`src/hw/rtl/ctmd_pkg.sv`:
```
// Shared types, register codes and pixel mask function for the color threshold mask block.
package ctmd_pkg;

  localparam int unsigned CFG_IDX_W   = 3;
  localparam int unsigned CFG_DATA_W  = 11;
  localparam int unsigned WIN_SIZE    = 3;
  localparam int unsigned WIN_BITS    = WIN_SIZE * WIN_SIZE;
  localparam logic [10:0] WIDTH_RESET  = 11'd640;
  localparam logic [10:0] HEIGHT_RESET = 11'd480;
  localparam logic [7:0]  BRIGHT_RESET = 8'd100;
  localparam logic [7:0]  DIFF_RESET   = 8'd50;

  typedef enum logic [CFG_IDX_W-1:0] {
    REG_TARGET       = 3'd0,
    REG_BLUE_BRIGHT  = 3'd1,
    REG_RED_BRIGHT   = 3'd2,
    REG_BLUE_DIFF    = 3'd3,
    REG_RED_DIFF     = 3'd4,
    REG_WIDTH        = 3'd5,
    REG_HEIGHT       = 3'd6
  } cfg_reg_t;

  typedef struct packed {
    logic       target_is_blue;
    logic [7:0] blue_brightness;
    logic [7:0] red_brightness;
    logic [7:0] blue_diff;
    logic [7:0] red_diff;
  } ctmd_thr_t;

  // 0 acts as 1, above the maximum acts as the maximum
  function automatic int unsigned eff_size(input logic [10:0] v, input int unsigned max);
    int unsigned r;
    r = 32'(v);
    if (r == 0) r = 1;
    else if (r > max) r = max;
    return r;
  endfunction

  function automatic logic mask_of(input logic [7:0] b, input logic [7:0] g,
                                   input logic [7:0] r, input ctmd_thr_t thr);
    logic [22:0] sum;
    logic [8:0]  gray;
    logic [8:0]  d;
    logic [7:0]  bl;
    logic [7:0]  dl;
    sum  = 23'd1868 * 23'(b) + 23'd9617 * 23'(g) + 23'd4899 * 23'(r) + 23'd8192;
    gray = sum[22:14];
    if (thr.target_is_blue) begin
      d  = {1'b0, b} - {1'b0, r};
      bl = thr.blue_brightness;
      dl = thr.blue_diff;
    end else begin
      d  = {1'b0, r} - {1'b0, b};
      bl = thr.red_brightness;
      dl = thr.red_diff;
    end
    return (gray > {1'b0, bl}) && !d[8] && (d[7:0] > dl);
  endfunction

endpackage

```
`src/hw/rtl/ctmd_cfg_regs.sv`:
```
// Configuration registers with effective frame size and frame restart pulse.
module ctmd_cfg_regs
  import ctmd_pkg::*;
#(
  parameter int unsigned MAX_WIDTH  = 1024,
  parameter int unsigned MAX_HEIGHT = 1024,
  parameter int unsigned WW = $clog2(MAX_WIDTH + 1),
  parameter int unsigned HW = $clog2(MAX_HEIGHT + 1)
) (
  input  logic                  clk,
  input  logic                  rst,
  input  logic                  wr,
  input  logic [CFG_IDX_W-1:0]  index,
  input  logic [CFG_DATA_W-1:0] data,
  output ctmd_thr_t             thr,
  output logic [WW-1:0]         w_eff,
  output logic [HW-1:0]         h_eff,
  output logic                  restart
);

  always_ff @(posedge clk) begin
    if (rst) begin
      thr.target_is_blue  <= 1'b0;
      thr.blue_brightness <= BRIGHT_RESET;
      thr.red_brightness  <= BRIGHT_RESET;
      thr.blue_diff       <= DIFF_RESET;
      thr.red_diff        <= DIFF_RESET;
      w_eff <= WW'(eff_size(WIDTH_RESET, MAX_WIDTH));
      h_eff <= HW'(eff_size(HEIGHT_RESET, MAX_HEIGHT));
    end else if (wr) begin
      unique case (cfg_reg_t'(index))
        REG_TARGET:      thr.target_is_blue  <= data[0];
        REG_BLUE_BRIGHT: thr.blue_brightness <= data[7:0];
        REG_RED_BRIGHT:  thr.red_brightness  <= data[7:0];
        REG_BLUE_DIFF:   thr.blue_diff       <= data[7:0];
        REG_RED_DIFF:    thr.red_diff        <= data[7:0];
        REG_WIDTH:       w_eff <= WW'(eff_size(data, MAX_WIDTH));
        REG_HEIGHT:      h_eff <= HW'(eff_size(data, MAX_HEIGHT));
        default: ;
      endcase
    end
  end

  assign restart = wr && ((cfg_reg_t'(index) == REG_WIDTH) ||
                          (cfg_reg_t'(index) == REG_HEIGHT));

endmodule

```
`src/hw/rtl/ctmd_line_store.sv`:
```
// Two-row mask line store, registered read with write forwarding.
module ctmd_line_store #(
  parameter int unsigned DEPTH = 1024,
  parameter int unsigned AW    = $clog2(DEPTH)
) (
  input  logic          clk,
  input  logic          rd_en,
  input  logic [AW-1:0] rd_addr,
  input  logic          wr_en,
  input  logic [AW-1:0] wr_addr,
  input  logic [1:0]    wr_data,
  output logic [1:0]    rd_data
);

  logic [1:0] mem [DEPTH];
  logic [1:0] rd_raw;
  logic [1:0] fwd_data;
  logic       fwd;

  always_ff @(posedge clk) begin
    if (wr_en) begin
      mem[wr_addr] <= wr_data;
    end
  end

  always_ff @(posedge clk) begin
    if (rd_en) begin
      rd_raw   <= mem[rd_addr];
      fwd      <= wr_en && (wr_addr == rd_addr);
      fwd_data <= wr_data;
    end
  end

  assign rd_data = fwd ? fwd_data : rd_raw;

endmodule

```
`src/hw/rtl/color_threshold_mask_dilate_top.sv`:
```
// Color threshold mask with 3x3 dilation: input register, window logic, result register.
// Pipeline: an accepted item is held in the input register, and its result leaves through the result register;
// the result for a pixel comes with the input item one row plus one pixel later.
// Throughput: one item per cycle while the result is not stalled, set by the line store read and window update.
// Reset (rst, synchronous): counters, window and handshake state cleared, registers to
// defaults; the line store is not cleared and needs no clearing pass.
module color_threshold_mask_dilate_top
  import ctmd_pkg::*;
#(
  parameter int unsigned MAX_WIDTH  = 1024,
  parameter int unsigned MAX_HEIGHT = 1024
) (
  input  logic                  clk,
  input  logic                  rst,
  input  logic                  cfg_valid,
  output logic                  cfg_ready,
  input  logic [CFG_IDX_W-1:0]  cfg_index,
  input  logic [CFG_DATA_W-1:0] cfg_data,
  input  logic                  in_valid,
  output logic                  in_stall,
  input  logic                  kind,
  input  logic [7:0]            blue_level,
  input  logic [7:0]            green_level,
  input  logic [7:0]            red_level,
  output logic                  out_valid,
  input  logic                  out_stall,
  output logic                  mask_bit,
  output logic                  row_end,
  output logic                  frame_end
);

  localparam int unsigned CW = $clog2(MAX_WIDTH);
  localparam int unsigned WW = $clog2(MAX_WIDTH + 1);
  localparam int unsigned HW = $clog2(MAX_HEIGHT + 1);
  localparam int unsigned RW = $clog2(MAX_HEIGHT + 2);
  localparam int unsigned OW = $clog2(MAX_HEIGHT);
  localparam int unsigned XW = (CW > WW ? CW : WW) + 1;
  localparam int unsigned YW = (RW > HW ? RW : HW) + 1;

  ctmd_thr_t       thr;
  logic [WW-1:0]   w_eff;
  logic [HW-1:0]   h_eff;
  logic            restart;

  logic            a_valid;
  logic            a_kind;
  logic [7:0]      a_blue;
  logic [7:0]      a_green;
  logic [7:0]      a_red;

  logic [CW-1:0]       in_column, in_column_next;
  logic [RW-1:0]       in_row, in_row_next;
  logic [CW-1:0]       out_column, out_column_next;
  logic [OW-1:0]       out_row, out_row_next;
  logic [WIN_BITS-1:0] window, window_next, win_shift;

  logic       accept;
  logic       proceed;
  logic [1:0] rd_data;
  logic       store_wr;
  logic       pix_bit;
  logic       draining;
  logic       emit;
  logic       emit_mask;
  logic       emit_start;
  logic       emit_mid;
  logic       left;
  logic       last_col;
  logic       last_row;
  logic [2:0] rows;
  logic [2:0] acc_start;
  logic [2:0] acc_mid;

  assign cfg_ready = 1'b1;

  ctmd_cfg_regs #(
    .MAX_WIDTH (MAX_WIDTH),
    .MAX_HEIGHT(MAX_HEIGHT),
    .WW        (WW),
    .HW        (HW)
  ) u_cfg (
    .clk    (clk),
    .rst    (rst),
    .wr     (cfg_valid && cfg_ready),
    .index  (cfg_index),
    .data   (cfg_data),
    .thr    (thr),
    .w_eff  (w_eff),
    .h_eff  (h_eff),
    .restart(restart)
  );

  assign proceed  = a_valid && (!out_valid || !out_stall);
  assign in_stall = a_valid && !proceed;
  assign accept   = in_valid && !in_stall;

  ctmd_line_store #(
    .DEPTH(MAX_WIDTH),
    .AW   (CW)
  ) u_store (
    .clk    (clk),
    .rd_en  (accept),
    .rd_addr(in_column_next),
    .wr_en  (store_wr),
    .wr_addr(in_column),
    .wr_data({rd_data[0], pix_bit}),
    .rd_data(rd_data)
  );

  always_comb begin
    in_column_next  = in_column;
    in_row_next     = in_row;
    out_column_next = out_column;
    out_row_next    = out_row;
    window_next     = window;
    store_wr        = 1'b0;
    emit            = 1'b0;

    draining   = YW'(in_row) >= YW'(h_eff);
    pix_bit    = draining ? 1'b0 : mask_of(a_blue, a_green, a_red, thr);
    emit_start = (in_column == '0) && (in_row >= RW'(2));
    emit_mid   = (in_column != '0) && (in_row != '0);
    rows       = {(YW'(out_row) + YW'(1)) < YW'(h_eff), 1'b1, out_row != '0};
    left       = out_column != '0;
    last_col   = (XW'(out_column) + XW'(1)) >= XW'(w_eff);
    last_row   = (YW'(out_row) + YW'(1)) >= YW'(h_eff);
    win_shift  = {window[5:0], pix_bit, rd_data[0], rd_data[1]};
    acc_start  = (window[2:0] & rows) | (left ? (window[5:3] & rows) : 3'b000);
    acc_mid    = (win_shift[5:3] & rows) | (win_shift[2:0] & rows) |
                 (left ? (win_shift[8:6] & rows) : 3'b000);
    emit_mask  = emit_start ? |acc_start : |acc_mid;

    if (restart) begin
      in_column_next  = '0;
      in_row_next     = '0;
      out_column_next = '0;
      out_row_next    = '0;
      window_next     = '0;
    end else if (proceed && !(a_kind && !draining)) begin
      emit = emit_start || emit_mid;
      if (emit) begin
        if (last_col) begin
          out_column_next = '0;
          out_row_next    = out_row + OW'(1);
        end else begin
          out_column_next = out_column + CW'(1);
        end
      end
      if (emit_start && last_col && last_row) begin
        in_column_next  = '0;
        in_row_next     = '0;
        out_column_next = '0;
        out_row_next    = '0;
        window_next     = '0;
      end else begin
        window_next = win_shift;
        store_wr    = 1'b1;
        if ((XW'(in_column) + XW'(1)) >= XW'(w_eff)) begin
          in_column_next = '0;
          in_row_next    = in_row + RW'(1);
        end else begin
          in_column_next = in_column + CW'(1);
        end
      end
    end
  end

  always_ff @(posedge clk) begin
    if (rst) begin
      in_column  <= '0;
      in_row     <= '0;
      out_column <= '0;
      out_row    <= '0;
      window     <= '0;
      a_valid    <= 1'b0;
      out_valid  <= 1'b0;
    end else begin
      in_column  <= in_column_next;
      in_row     <= in_row_next;
      out_column <= out_column_next;
      out_row    <= out_row_next;
      window     <= window_next;
      if (accept) begin
        a_valid <= 1'b1;
      end else if (proceed) begin
        a_valid <= 1'b0;
      end
      if (emit) begin
        out_valid <= 1'b1;
      end else if (!out_stall) begin
        out_valid <= 1'b0;
      end
    end
  end

  always_ff @(posedge clk) begin
    if (accept) begin
      a_kind  <= kind;
      a_blue  <= blue_level;
      a_green <= green_level;
      a_red   <= red_level;
    end
    if (emit) begin
      mask_bit  <= emit_mask;
      row_end   <= last_col;
      frame_end <= last_col && last_row;
    end
  end

endmodule

```
`config.mk`:
```
export PLATFORM = sky130hd
export DESIGN_NAME = color_threshold_mask_dilate_top
export DESIGN_NICKNAME = d
export VERILOG_FILES = /design/src/hw/rtl/ctmd_pkg.sv /design/src/hw/rtl/ctmd_cfg_regs.sv /design/src/hw/rtl/ctmd_line_store.sv /design/src/hw/rtl/color_threshold_mask_dilate_top.sv
export SDC_FILE = /design/constraint.sdc
export NUM_CORES = 2
export LEC_CHECK = 0
export BUFFER_PORTS_ARGS = -buffer_cell sky130_fd_sc_hd__buf_2
export CAP_MARGIN = 20
export CORE_MARGIN = 4
export CORE_UTILIZATION = 30
export CTS_BUF_LIST = sky130_fd_sc_hd__clkbuf_8
export DETAILED_ROUTE_END_ITERATION = 10
export PLACE_DENSITY = 0.41
export SLEW_MARGIN = 20
export SYNTH_ARGS = -nofsm -noshare
export SYNTH_HDL_FRONTEND = slang
export SYNTH_SLANG_ARGS = --single-unit
```
`constraint.sdc`:
```
create_clock -name clk -period 181 [get_ports clk]
set_input_delay 54.3 -clock clk [delete_from_list [all_inputs] [get_ports clk]]
set_output_delay 54.3 -clock clk [all_outputs]
set_load 0.02 [all_outputs]
```
* Word level (Yosys, flattened, before mapping) *
Memories as Yosys holds them, arrays and structs flattened. A register that Yosys moved wholly into a read port is not among the register bits.
Index checks and enable logic that the tools add are counted.

operators by class
  $add $sub $neg = 12
  $mul = 3
  div/mod/pow operators = 0
  order comparisons = 9
  equal/unequal tests = 8
  shifts and indexed selects = 0
  multiplexer cells = 33
  bitwise operators = 6
  reduce and logical (&&, ||, !) cells = 48

operators with widths
  operator                count
  $mux 10                 10
  $ge 11x11->1            4
  $mux 11                 4
  $add 10x1->11 const B   3
  $add 10x1->10 const B   3
  $reduce_bool 10->1      3
  $add 19x22->23          1
  $add 23x14->23 const B  1
  $add 23x21->23          1
  $mul 14x8->22 const A   1
  $mul 13x8->21 const A   1
  $reduce_and 2->1        9
  $sub 8x8->9             2
  $mul 9x8->17 const A    1
  $mux 8                  2
  $logic_and 1x1->1       14
  $mux 1                  13
  $lt 12x11->1            1
  $add 11x1->11 const B   1
  $ge 11x2->1 const B     1
  $gt 11x11->1 const B    1
  $logic_not 11->1        1
  $reduce_bool 11->1      1
  $eq 10x10->1            1
  other kinds (20)        39

storage, ports and cells
  register bits after elaboration = 135
  bits in latches = 0
  RAM bits = 2048
  memory bits (read-only) = 0
  output and inout port bits = 6
  word-level logic and storage cells = 143
  memories kept = 1

memories
  name         words  bits a word  rd ports  clocked after memory_dff  write ports  RTL line               text
  u_store.mem  1024   2            1         1                         1            ctmd_line_store.sv:15  logic [1:0] mem [DEPTH];

* Depth between registers and ports, before layout *
  depth after elaboration = 13
  gate-level depth with buffers = 42
  mapped depth without buffers = 42

* Modules after synthesis *
A second synthesis with hierarchy kept.

second synthesis, totals
  cell total of the unflattened synthesis = 6181
  area total of the unflattened synthesis = 96816.6 um^2

by module, submodules not included
  module                           instances  cells an instance  area each (um^2)  seq. area each (um^2)
  ctmd_line_store                  1          4765               83815.4           61649.1
  color_threshold_mask_dilate_top  1          1188               10795.4           1821.7
  ctmd_cfg_regs                    1          228                2205.9            1101.1

* Least setup slack after synthesis *
OpenSTA, ideal clock, no wires.

  path type = in2out
  start = in out_stall
  end = out in_stall
  data arrival time = 54.586 ns
  path slack = 72.114 ns
  stages on the path = 1
  cell sequence = and3_1

on the way
  word-level cells in the longest chain between the ends = 5

ends and longest elaborated chain
  element             RTL line                               text
  start: declaration  color_threshold_mask_dilate_top.sv:26  input logic out_stall,
  $logic_not 1->1     n/a
  $logic_or 1x1->1    color_threshold_mask_dilate_top.sv:93  assign proceed = a_valid && (!out_valid || !out_stall);
  $logic_and 1x1->1   color_threshold_mask_dilate_top.sv:93
  $logic_not 1->1     color_threshold_mask_dilate_top.sv:94  assign in_stall = a_valid && !proceed;
  $logic_and 1x1->1   color_threshold_mask_dilate_top.sv:94
  end: declaration    color_threshold_mask_dilate_top.sv:20  output logic in_stall,

Every way passes these cells.

* Worst setup path after layout *
Same ends and word-level chain as after synthesis.

==> flow_summary_export.csv <==
group,metric,value,unit
outcome,status,"complete, no violations",
synthesis,synthDistinctLibCells,98,
clock_tree,ctsRootBufferMaster,"clkbuf_8",
global_route,grt_pass1_wl,635400,um
clock_tree,cts_resized,0,
place,io_buffers,48,
synthesis,synthTopCellsByArea,"edfxtp_1, nand2_1, nor2_1",
synthesis,synth_cells,9406,
synthesis,yosys_warnings,0,
critical_path,crit_type,"in -> out",
routing,drt_first_pass_iters,7,
critical_path,timing.rr.start,"a_blue[5]",
synthesis,synth_area_per_cell,11.11,sq um
synthesis,yosys.area.top_type,"edfxtp_1",
sta,fin_crit_sh,60.31,%
synthesis,syn_nets,9773,
clock_tree,path_clk_slew,0.05,ns
power_and_ir_drop,vdd_ir_drop_max,26.01,uV
floorplanning,core_area,346500,sq um
floorplanning,initial_utilization,30.17,%
place,post-dp-hpwl,270000,um
synthesis,yosysSeqAreaShare,61.78,%
routing,routedWlPerCell,32.28,um
routing,drt-initial-drc-count,10291,
job,max-cap-violations,0,
worst_hold_path,min_from,"u_cfg.thr[19]",
finish,n_fill_cell,34975,
floorplanning,ios,50,
sta,finalSetupViolations,0,
critical_path,path_max_fanout,3,
floorplanning,dieArea,357900,sq um
routing,drt-total-wl,460900,um
critical_path,reg2reg_slack,167.92,ns
sta,final-hold-violation-count,0,
critical_path,required,126.70,ns
sta,max_freq,9.160,MHz
global_route,grt_max_degree,208,
global_route,gr-total-overflow,0,
clock_tree,post_cts.repair.setup_buffers,0,
finish,nNetsFinal,9736,
worst_hold_path,min_delay_path_depth,2,
global_route,antenna_found_initial,56,
routing,vias,81492,
clock_tree,cts_buffers,395,
sta,slew_headroom,17.93,%
critical_path,critPathArrivalTime,54.87,ns
clock_tree,numClockSinks,2185,
routing,route.detailed.drc,0,
critical_path,r2r_cells,45,
synthesis,mappedNetlistArea,104500,sq um
sta,fin_setup_tns,0,ns
finish,synthToLayoutAreaGrowth,12.27,%
clock_tree,ctsHoldBuffers,0,
clock_tree,cts_tree,"built",
clock_tree,clkLatencyLatePin,1.12,ns
clock_tree,cts_buffer_depth,4,
sta,worst_pin_slew,1.220,ns
sta,hold_slack,0.4530,ns
critical_path,critPathLaunchType,"input pin",
place,place_congestion,0.8471,
sta,rsz0062_at_grt,"false",
synthesis,synth_top_area_share,59.79,%
global_route,grt_use_total,24.95,%
routing,viasPerCell,5.708,
floorplanning,std_cell_rows,216,
synthesis,ys_async_sr_fraction,0,%
finish,regArea,64580,sq um
floorplanning,chipWidth,598.3,um
clock_tree,htree_levels,5,
finish,multiInputGateArea,36460,sq um
floorplanning,die_h,598.3,um
critical_path,r2r_end,"u_store.mem[870][0]",
critical_path,endpoint_kind,"output pin",
worst_hold_path,hold_path_class,"reg -> reg",
sta,finalMaxSlewViolations,0,
synthesis,ys_ff_latch,2185,
finish,drive_gt1_share,9.826,%
synthesis,ys.flop_type,"edfxtp_1",
power_and_ir_drop,p_per_area,12.69,nW/um^2
routing,drtAntennaViolNets,0,
sta,fin_skew,0.08065,ns
worst_hold_path,hold_end,"u_cfg.thr[19]",
sta,min_period,109.17,ns
power_and_ir_drop,total_leakage_power,39.40,nW
global_route,grt_pass1_vias,79537,
synthesis,synth_edf_count,2081,
[synthesized netlist by cell type, types with 38 or more instances]
cell / count
dfxtp_1: 104
o22a_1: 77
nand2_1: 1463
o221ai_1: 142
fa_1: 89
nand3_1: 533
and3_1: 77
nor3_1: 109
buf_1: 68
nor4_1: 52
mux2i_1: 128
o21ai_0: 150
ha_1: 234
nand4_1: 111
o211ai_1: 51
a21o_1: 38
inv_1: 228
o22ai_1: 284
edfxtp_1: 2081
clkbuf_1: 350
nor2_1: 1274
a22o_1: 52
a21oi_1: 605
a31oi_1: 70
a211oi_1: 111
a22oi_1: 72
buf_2: 300
xnor2_1: 38
[registers in the layout, indices dropped and copies added, names as in the netlist]
signal / cells
out_valid: 1
u_store.rd_raw: 2
frame_end: 1
out_column: 10
a_red: 8
u_cfg.thr: 33
window: 6
u_cfg.w_eff: 11
a_green: 8
u_cfg.h_eff: 11
mask_bit: 1
u_store.mem: 2048
a_valid: 1
row_end: 1
a_blue: 8
in_column: 10
a_kind: 1
u_store.fwd: 1
u_store.fwd_data: 2
out_row: 10
in_row: 11
[cell usage in the layout, fill, tap and decap left out, drive strengths merged, types with 104 or more instances in the layout]
cell type and instances:
buf 321, nand3 534, o21ai 159, mux2i 128, a211oi 114, ha 234, nor2 1282, inv 399
clkbuf 404, nand4 111, o221ai 143, clkinv 121, a21oi 607, nand2 1465, edfxtp 2081, nor3 111
dfxtp 104, o22ai 285
[layout make-up]
cell class	instances	area share (%)
flip-flops and latches	2185	55.03
multi-input cells	6236	31.07
well taps	4578	4.881
clock buffers	404	4.738
repair buffers	321	2.178
clock inverters	302	1.319
inverters	230	0.7400
diodes	22	0.04691
[where the power goes]
| group | total [W] | switching [W] | internal (W) |
|---|---|---|---|
| Clock | 0.000439 | 0.000223 | 0.000216 |
| Sequential | 0.000677 | 0.00000147 | 0.000675 |
| Combinational | 0.000374 | 0.000272 | 0.000102 |
| Total | 0.00149 | 0.000496 | 0.000993 |
[critical path, cell delays in order]
cell    delay (ns)
buf_2         0.10
and3_1        0.25
buf_2         0.21
[routing by layer]
| metal | vias up | wire length [um] | GRT usage [%] |
|---|---|---|---|
| li1 | 34663 | - | - |
| met1 | 41820 | 196400 | 34.28 |
| met2 | 4168 | 203200 | 38.31 |
| met3 | 825 | 41030 | 5.508 |
| met4 | 16 | 20250 | 9.817 |
| met5 | - | 114 | 0 |
[through the flow]
step | setup WS, ns | total power (W) | cell area, sq um | utilization [%] | cells
2_1_floorplan | 72.11 | 0.001140 | 104500 | - | 9406
3_3_place_gp | 71.80 | 0.001059 | 110200 | 31.80 | 13550
3_5_place_dp | 71.82 | 0.001066 | 110200 | 31.80 | 13550
4_1_cts | 71.82 | 0.001505 | 117300 | 33.85 | 14256
5_1_grt | 71.78 | 0.001567 | 117300 | 33.86 | 14262
6_report | 71.83 | 0.001490 | 117400 | 33.87 | 14278
[cells by family after synthesis]
kind of cell	after synthesis	synth area share, %
AO/OA/AOI/OAI	1935	12.39
XOR/XNOR	61	0.5111
adder cells (fa/ha/maj)	323	4.506
buffers and inverters	985	4.072
flip-flops	2185	61.78
multiplexers	138	1.334
other	1	0.003588
AND/OR/NAND/NOR	3778	15.41
[worst max path at each step]
| stage | start | to | depth (start not counted) |
|---|---|---|---|
| 3_5_place_dp | out_stall | in_stall | 3 |
| 4_1_cts | out_stall | in_stall | 3 |
| 6_report | out_stall | in_stall | 3 |
| 2_1_floorplan | out_stall | in_stall | 1 |
| 5_1_grt | out_stall | in_stall | 3 |
| 3_3_place_gp | out_stall | in_stall | 3 |
Note: power is estimated with default switching activity, not from simulation.
